==> src/sv/frbr_pkg.sv <==
// Package for the framed byte ring buffer: request and result payload types,
// action and status codes, start byte values and the back-end state type.
// No dependencies.
package frbr_pkg;

    // Action codes of a request.
    localparam logic [1:0] ACT_WRITE = 2'd0;
    localparam logic [1:0] ACT_READ  = 2'd1;
    localparam logic [1:0] ACT_CLEAR = 2'd2;
    localparam logic [1:0] ACT_NONE  = 2'd3;

    // Status codes of a result.
    localparam logic [2:0] ST_ACCEPT  = 3'd0;
    localparam logic [2:0] ST_REJECT  = 3'd1;
    localparam logic [2:0] ST_FRAME   = 3'd2;
    localparam logic [2:0] ST_NOFRAME = 3'd3;
    localparam logic [2:0] ST_CLEARED = 3'd4;

    // Bytes that open a frame.
    localparam logic [7:0] BYTE_DOLLAR = 8'h24;
    localparam logic [7:0] BYTE_AT     = 8'h40;

    // Configuration register indexes and reset value.
    localparam logic       REG_FRAME_LEN   = 1'b0;
    localparam logic [6:0] FRAME_LEN_RESET = 7'd16;

    typedef struct packed {
        logic [1:0]  action;
        logic [7:0]  data_byte;
        logic        chunk_first;
        logic [10:0] chunk_len;
    } t_req;

    typedef struct packed {
        logic [2:0]  status;
        logic [7:0]  out_byte;
        logic        last;
        logic [10:0] fill_level;
        logic        not_empty;
    } t_res;

    // Queued request as seen by the back end.
    typedef struct packed {
        logic valid;
        t_req req;
    } t_cmd;

    typedef enum logic [1:0] {
        BS_IDLE,
        BS_SCAN,
        BS_FRAME
    } t_bstate;

endpackage

==> src/sv/frbr_front.sv <==
// Front end of the framed byte ring buffer: takes requests, drops unused
// actions and holds the rest in a two-entry queue for the back end.
// Depends on frbr_pkg.
module frbr_front (
    input  logic          i_clk,
    input  logic          i_rst_n,
    input  logic          start,
    output logic          busy,
    input  frbr_pkg::t_req i_req,
    output frbr_pkg::t_cmd o_cmd,
    input  logic          i_pop
);
    import frbr_pkg::*;

    t_req       r_q [2];
    logic       r_wp;
    logic       r_rp;
    logic [1:0] r_cnt;
    logic       push;
    logic       pop;

    assign busy = (r_cnt == 2'd2);
    // A request with the unused action code is taken and leaves no trace.
    assign push = start && !busy && (i_req.action != ACT_NONE);
    assign pop  = i_pop && (r_cnt != 2'd0);

    always_ff @(posedge i_clk) begin
        if (!i_rst_n) begin
            r_wp  <= 1'b0;
            r_rp  <= 1'b0;
            r_cnt <= 2'd0;
        end else begin
            if (push) begin
                r_wp <= ~r_wp;
            end
            if (pop) begin
                r_rp <= ~r_rp;
            end
            r_cnt <= r_cnt + {1'b0, push} - {1'b0, pop};
        end
    end

    always_ff @(posedge i_clk) begin
        if (push) begin
            r_q[r_wp] <= i_req;
        end
    end

    assign o_cmd.valid = (r_cnt != 2'd0);
    assign o_cmd.req   = r_q[r_rp];

endmodule

==> config.mk <==
export PLATFORM = sky130hd
export DESIGN_NAME = frbr_front
export DESIGN_NICKNAME = d
export VERILOG_FILES = /design/src/sv/frbr_pkg.sv /design/src/sv/frbr_front.sv
export SDC_FILE = /design/constraint.sdc
export NUM_CORES = 1
export LEC_CHECK = 0
export BUFFER_PORTS_ARGS = -buffer_cell sky130_fd_sc_hd__buf_2
export CORE_ASPECT_RATIO = 1.2
export CORE_MARGIN = 1.5
export CORE_UTILIZATION = 38
export DETAILED_ROUTE_END_ITERATION = 8
export GPL_TIMING_DRIVEN = 1
export PLACE_DENSITY_LB_ADDON = 0.3
export SETUP_SLACK_MARGIN = 0.1
export SLEW_MARGIN = 25
export SYNTH_ARGS = -nofsm -noshare
export SYNTH_HDL_FRONTEND = slang
export SYNTH_SLANG_ARGS = --single-unit
==> constraint.sdc <==
create_clock -name i_clk -period 2.03 [get_ports i_clk]
set_clock_uncertainty 0.05 [all_clocks]
set_input_delay 0.1015 -clock i_clk [delete_from_list [all_inputs] [get_ports i_clk]]
set_output_delay 0.1015 -clock i_clk [all_outputs]
set_load 0.005 [all_outputs]
==> results.md, run 1 <==
- Status: finished, final reports clean
- Max-slew headroom: between 80% and 90%
- Die Y: approximately 80 um
- Vias: ~1100
- Cell internal pwr: 1.90 mW
- Leak: approximately 1 nW
- Total power draw: 2.55 mW
- Vias per inst: approximately 4.5
- Routed wire per std cell: 13.7 um
- Max_cap viols: 0
- Distinct cell type count after synthesis: 16
- Commonest non-fill, non-tap cells in the layout: buf_2 (49), edfxtp_1 (44), mux2_2 (22), dlygate4sd3_1 (22), buf_4 (6)
- Worst Path Required: 2.17 ns
- Diodes inserted: 0
- Comb pwr share: 28.5%
- Layout cell share with drive strength beyond 1: about 51%
- Initial antenna violation count: 0
- Critical Path Max Stage Delay: approximately 0.54 ns
- GP Congestion: 0.675
- Max-slew violation count: 0
- RSZ-0062 raised after global routing: no
- Least-Margin Pin Slew: a little under 0.2 ns
- Worst min path class: in2reg
- Clock power share: between 20% and 30%
- Post-route cell area: 2510 sq um
- Fin. Hold Viols: 0
- GRT Residual Overflow: 0
- Worst setup SP type: primary input
- Hpwl dp: approximately 2200 um
- DP Area: 2200 sq um
- Die ar.: about 5300 sq um
- Fmax: between 500 and 600 MHz
- Drt drc: 0
- Clk Latency, worst-skew pair: 0.28 ns
- Port bufs: slightly below 50
- Clock transition at the registers of the reported paths: about 0.08 ns
- Setup CP Type: in2reg
- Yosys reg bits: a little under 50
- R2R Setup Slk: 0.21 ns
- Synth top area share: 71.3%
- TritonCTS Sinks: around 50
- Number of placement rows: 27
- CTS tree: built
- Layout Utilization: between 50% and 60%
- Crit-path most repeated cell: ha_1
- Sum Neg Setup Slack: 0 ns
- Die width: around 67 um
- Effective utilization at floorplan: about two fifths
- Slowest-stage cell, CP: dlygate4sd3_1
- Sw power: between 0.6 and 0.7 mW
- Register Area: approximately 1400 sq um
- H-tree Lvls: 2
- Seq/Total Area, Yosys: between 70 and 80%
- TritonCTS Buffers: 5
- Largest net degree at the start of global routing: 15
- Switch share: 25.6%
- Synth-to-Final Area Change: 35.4%
- Layout net count: ~200
- Total Routed Length: roughly 3200 um
- Cells along the critical path: dlygate4sd3_1, buf_2, nand2_1, nand3b_4, ha_1, inv_1, ha_1, xnor2_2, xnor2_1, and2_1
- Post-synthesis cell area: roughly 1900 sq um
- VDD IR max: 0.000606 V
- Area of the multi-input gates: 414 sq um
- Yosys warning count: 0
- Synthesized net count: between 100 and 150
- Worst Path Arrival: 1.97 ns
- Max FO, Critical Path: 4
- Detail Route Antenna Nets: 0
- Worst Setup End Kind: flip-flop
- FILL cells: roughly 400
- Most common cell after layout, fill and taps aside: buf_2
- Most area-consuming cells after synthesis: edfxtp_1 (71%), mux2_2 (13%), dfxtp_1 (5.4%)
- First-pass GRT wire length: about 5000 um
- Initial DRC Count: 62
- Clock buffer depth: 2
- Min Tclk post-route: between 1.5 and 2 ns
- Num ports: 50
- GR Util All Layers: about an eighth
- # setup viols final: 0
- Share of power burned in registers: 50.9%
- Postcts setup bufs: 0
- Mean Syn Cell Area: 19.7 sq um
- Synth area leader: edfxtp_1
- Vias in the first global route: between 1000 and 1500
- Worst Path Buf+Inv: 3
- Top delay family on crit path: buffers and inverters
- TritonRoute pass-1 iters: 4
- Tcrit/Tclk final: between 90% and 100%
- Power Density: approximately 1000 nW/um^2
- Synth Instances: 94
- Root Driver: clkbuf_8
- CORE AREA: between 4000 and 5000 sq um
path summary, 6_finish.rpt:
path,from,to,cells after the start
max,i_req[21],r_cnt[1],10
min,i_rst_n,r_cnt[1],2
max reg2reg,r_cnt[1],r_cnt[1],8
min reg2reg,r_wp,r_wp,2
routing by layer:
| metal | GRT usage [%] | wire length (um) |
|---|---|---|
| met5 | 0 | 0 |
| met4 | 6.73 | 77 |
| met3 | 2.82 | 153 |
| met2 | 23.3 | 1740 |
| met1 | 14.1 | 1240 |
synth_stat cells (all sizes together):
cell type and n:
edfxtp 44, nor2 2, and2 2, ha 2
buf 2, or2 1, nand3b 1, o21a 1
mux2 22, mux2i 1, nor2b 3, xnor2 3
nand2 3, dfxtp 5, inv 2
what timing repair did:
| action | 4_1_cts | 5_1_grt |
|---|---|---|
| endpoints found under the setup margin | 0 | 1 |
| gates resized for setup | 0 | 1 |
| hold buffers | 22 | 0 |
| hold endpoints to repair | 44 | 0 |
cells by family after synthesis:
| family | count (synthesis) | share of synthesized area, % |
|---|---|---|
| AOI/OAI and AO/OA | 1 | 0.473 |
| xor gates and xnor gates | 3 | 1.42 |
| adders and majority gates | 2 | 1.35 |
| buffers and inverters | 4 | 1.62 |
| DFF | 49 | 76.7 |
| muxes | 23 | 13.9 |
| and+or+nand+nor | 12 | 4.52 |
per-stage QoR:
step	hold slack, ns	std cells	setup slack [ns]
2_1_floorplan	0.150	94	0.0101
3_3_place_gp	0.241	205	0.373
3_5_place_dp	0.245	205	0.207
4_1_cts	0.0267	235	0.179
5_1_grt	0.0396	235	0.102
6_report	0.0343	235	0.193
power groups by stage:
stage          Sequential (mW)  Clock (mW)  Combinational, mW
5_1_grt                   1.31       0.597              0.801
4_1_cts                   1.30       0.550              0.727
3_3_place_gp              1.31           0              0.663
6_report                  1.30       0.523              0.727
2_1_floorplan             1.32           0              0.429
3_5_place_dp              1.32           0              0.690
area by class of cell:
class	count	area share (%)
clock inverters	2	0.399
repair buffers	77	20.3
multi-input cells	41	16.5
clock buffers	6	2.89
well taps	58	2.89
flip-flops and latches	49	56.7
inverters	2	0.299
state kept, by name (all words and copies together) (netlist names), named ones only:
signal  count
r_cnt       2
r_q        44
r_rp        1
r_wp        1
Note: power is estimated with default switching activity, not from simulation.
==> inputs of run 2 (changes only) <==
--- a/config.mk
+++ b/config.mk
@@ -8,7 +8,7 @@
 export BUFFER_PORTS_ARGS = -buffer_cell sky130_fd_sc_hd__buf_2
 export CORE_ASPECT_RATIO = 1.2
 export CORE_MARGIN = 1.5
-export CORE_UTILIZATION = 38
+export CORE_UTILIZATION = 46
 export DETAILED_ROUTE_END_ITERATION = 8
 export GPL_TIMING_DRIVEN = 1
 export PLACE_DENSITY_LB_ADDON = 0.3
==> constraint.sdc (replaced) <==
create_clock -name i_clk -period 1.51 [get_ports i_clk]
set_clock_uncertainty 0.05 [all_clocks]
set_input_delay 0.0755 -clock i_clk [delete_from_list [all_inputs] [get_ports i_clk]]
set_output_delay 0.0755 -clock i_clk [all_outputs]
set_load 0.005 [all_outputs]
==> results.md, run 2 (synthesized netlist as in run 1, its figures left out) <==
- Layout net count: 221
- Max reg flops: between 40 and 50
- # setup viols final: 45
- Vias in the first global route: between 1000 and 1500
- Clock buffer depth: 2
- DP Area: about 2300 sq um
- Total Routed Length: between 3000 and 4000 um
- Hold depth: 2
- Detail Route Antenna Nets: 0
- Dpl ws: -0.118 ns
- Initial DRC Count: 40
- GRT Residual Overflow: 0
- TritonCTS Sinks: 49
- Root Driver: clkbuf_8
- Least-Margin Pin Slew: around 0.18 ns
- Reg-to-reg critical path endpoint: r_cnt[1]
- FILL cells: between 150 and 200
- Worst setup SP type: flip-flop
- Leak: 1.27 nW
- Min Tclk post-route: 1.61 ns
- CTS tree: built
- Die width: 60.9 um
- Tcrit/Tclk final: 107%
- RSZ-0062 raised after global routing: yes
- Drt drc: 0
- GR Util All Layers: between 10% and 20%
- Die ar.: 4420 sq um
- Synth-to-Final Area Change: 69.8%
- H-tree Lvls: 2
- Layout cell share with drive strength beyond 1: between 50% and 60%
- Largest net degree at the start of global routing: 16
- Max FO, Critical Path: 3
- Total power draw: ~4.7 mW
- Placed cells: 205
- Worst min path class: in2reg
- TritonRoute pass-1 iters: 4
- Fmax: between 600 and 700 MHz
- R2r startpoint: r_cnt[1]
- TritonCTS Buffers: 5
- Number of placement rows: 25
- Fin. Hold Viols: 0
- Power Density: 1490 nW/um^2
- Failing checks: negative setup slack
- Max-slew violation count: 0
- Initial antenna violation count: 0
- Clk Latency, worst-skew pair: a little under 0.3 ns
- Final setup margin: -0.102 ns
- VDD IR max: 0.00111 V
- Most common cell after layout, fill and taps aside: edfxtp_1
- Hpwl dp: between 2000 and 2500 um
- Largest registers: r_q (44), r_cnt (2)
- CORE AREA: around 4000 sq um
- Vias: ~1200
- Die Y: just over 70 um
- R2R Setup Slk: -0.10 ns
- Port bufs: roughly 50
- Status: finished, violations left
- GP Congestion: roughly 0.68
- Post-Layout Cell Count: around 250
- Start point of the worst hold path: i_rst_n
- Worst Setup End Kind: flip-flop
- Diodes inserted: 0
- Commonest non-fill, non-tap cells in the layout: edfxtp_1 (44), buf_2 (27), buf_6 (26), mux2_4 (22), dlygate4sd3_1 (22)
- Max_cap viols: 0
- Clock transition at the registers of the reported paths: about 0.080 ns
- FF-to-FF path depth: 8
- Most flop-heavy register: r_q
- Setup CP Type: reg2reg
- Effective utilization at floorplan: ~47%
- Routed wire per std cell: roughly 16 um
- Post-route cell area: approximately 3100 sq um
- Vias per inst: 4.76
- Max-slew headroom: 88.0%
- First-pass GRT wire length: 5460 um
- Worst Path Arrival: around 1.8 ns
- Worst Path Required: 1.65 ns
- Num ports: 50
run 2: cell count changes in the layout (fill, tap and decap cells not counted), moves of 7 or more:
cell    previous run  this run
buf_12             0         7
buf_2             49        27
buf_6              0        26
mux2_2            22         0
mux2_4             0        22
run 2: through the flow:
step                      utilization, %  TNS (ns)  hold WS (ns)
final                               80.5     -2.87        0.0220
after detailed placement            59.3    -0.118         0.218
after global placement              59.3   -0.0414         0.214
after floorplan                        -    -0.117         0.124
after global routing                80.5     -4.67        0.0334
after CTS                           77.2     -2.74        0.0135
run 2: worst max-delay path by stage:
stage          startpoint  endpoint  slack, ns  cells after the start
2_1_floorplan    r_cnt[1]  r_cnt[1]      -0.12                      8
3_3_place_gp     r_cnt[1]  r_cnt[1]      -0.04                      8
3_5_place_dp     r_cnt[1]  r_cnt[1]      -0.12                      8
4_1_cts          r_cnt[1]  r_cnt[1]      -0.11                      8
5_1_grt          r_cnt[1]  r_cnt[1]      -0.16                      8
6_report         r_cnt[1]  r_cnt[1]      -0.10                      8
run 2: what timing repair did:
action,4_1_cts,5_1_grt
hold endpoints to repair,44,0
endpoints found under the setup margin,67,68
hold buffers,22,0
gates resized for setup,42,20
setup buffers,7,3
gates cloned,4,2
pin swaps,3,2
run 2: layout make-up:
class                   instances  area, sq um  share of cell area, %
clock buffers                   5         68.8                   2.19
clock inverters                 3         65.1                   2.07
inverters                       2         7.51                  0.239
multi-input cells              41          534                   17.0
flip-flops and latches         49         1430                   45.4
well taps                      54         67.6                   2.15
repair buffers                 94          976                   31.0
run 2: power by group:
part	internal (mW)	switching, mW	total [mW]
clock network	0.657	0.403	1.06
registers	1.69	0.0968	1.78
logic	1.22	0.619	1.84
total	3.56	1.12	4.68
run 2: worst max-delay path, stage by stage, from the launching register on:
cell      delay (ns)
dfxtp_2         0.34
nor2b_4         0.12
nand3b_4        0.16
ha_4            0.27
inv_2           0.04
ha_4            0.15
xnor2_2         0.13
xnor2_1         0.12
and2_1          0.14
run 2: per-layer routing:
layer / GRT usage (%) / up-vias / wire length (um)
li1: - / 553 / -
met2: 31.7 / 31 / 2160
met4: 5.07 / 0 / 57
met5: 0 / - / 0
met3: 4.46 / 7 / 128
met1: 18.8 / 590 / 1570
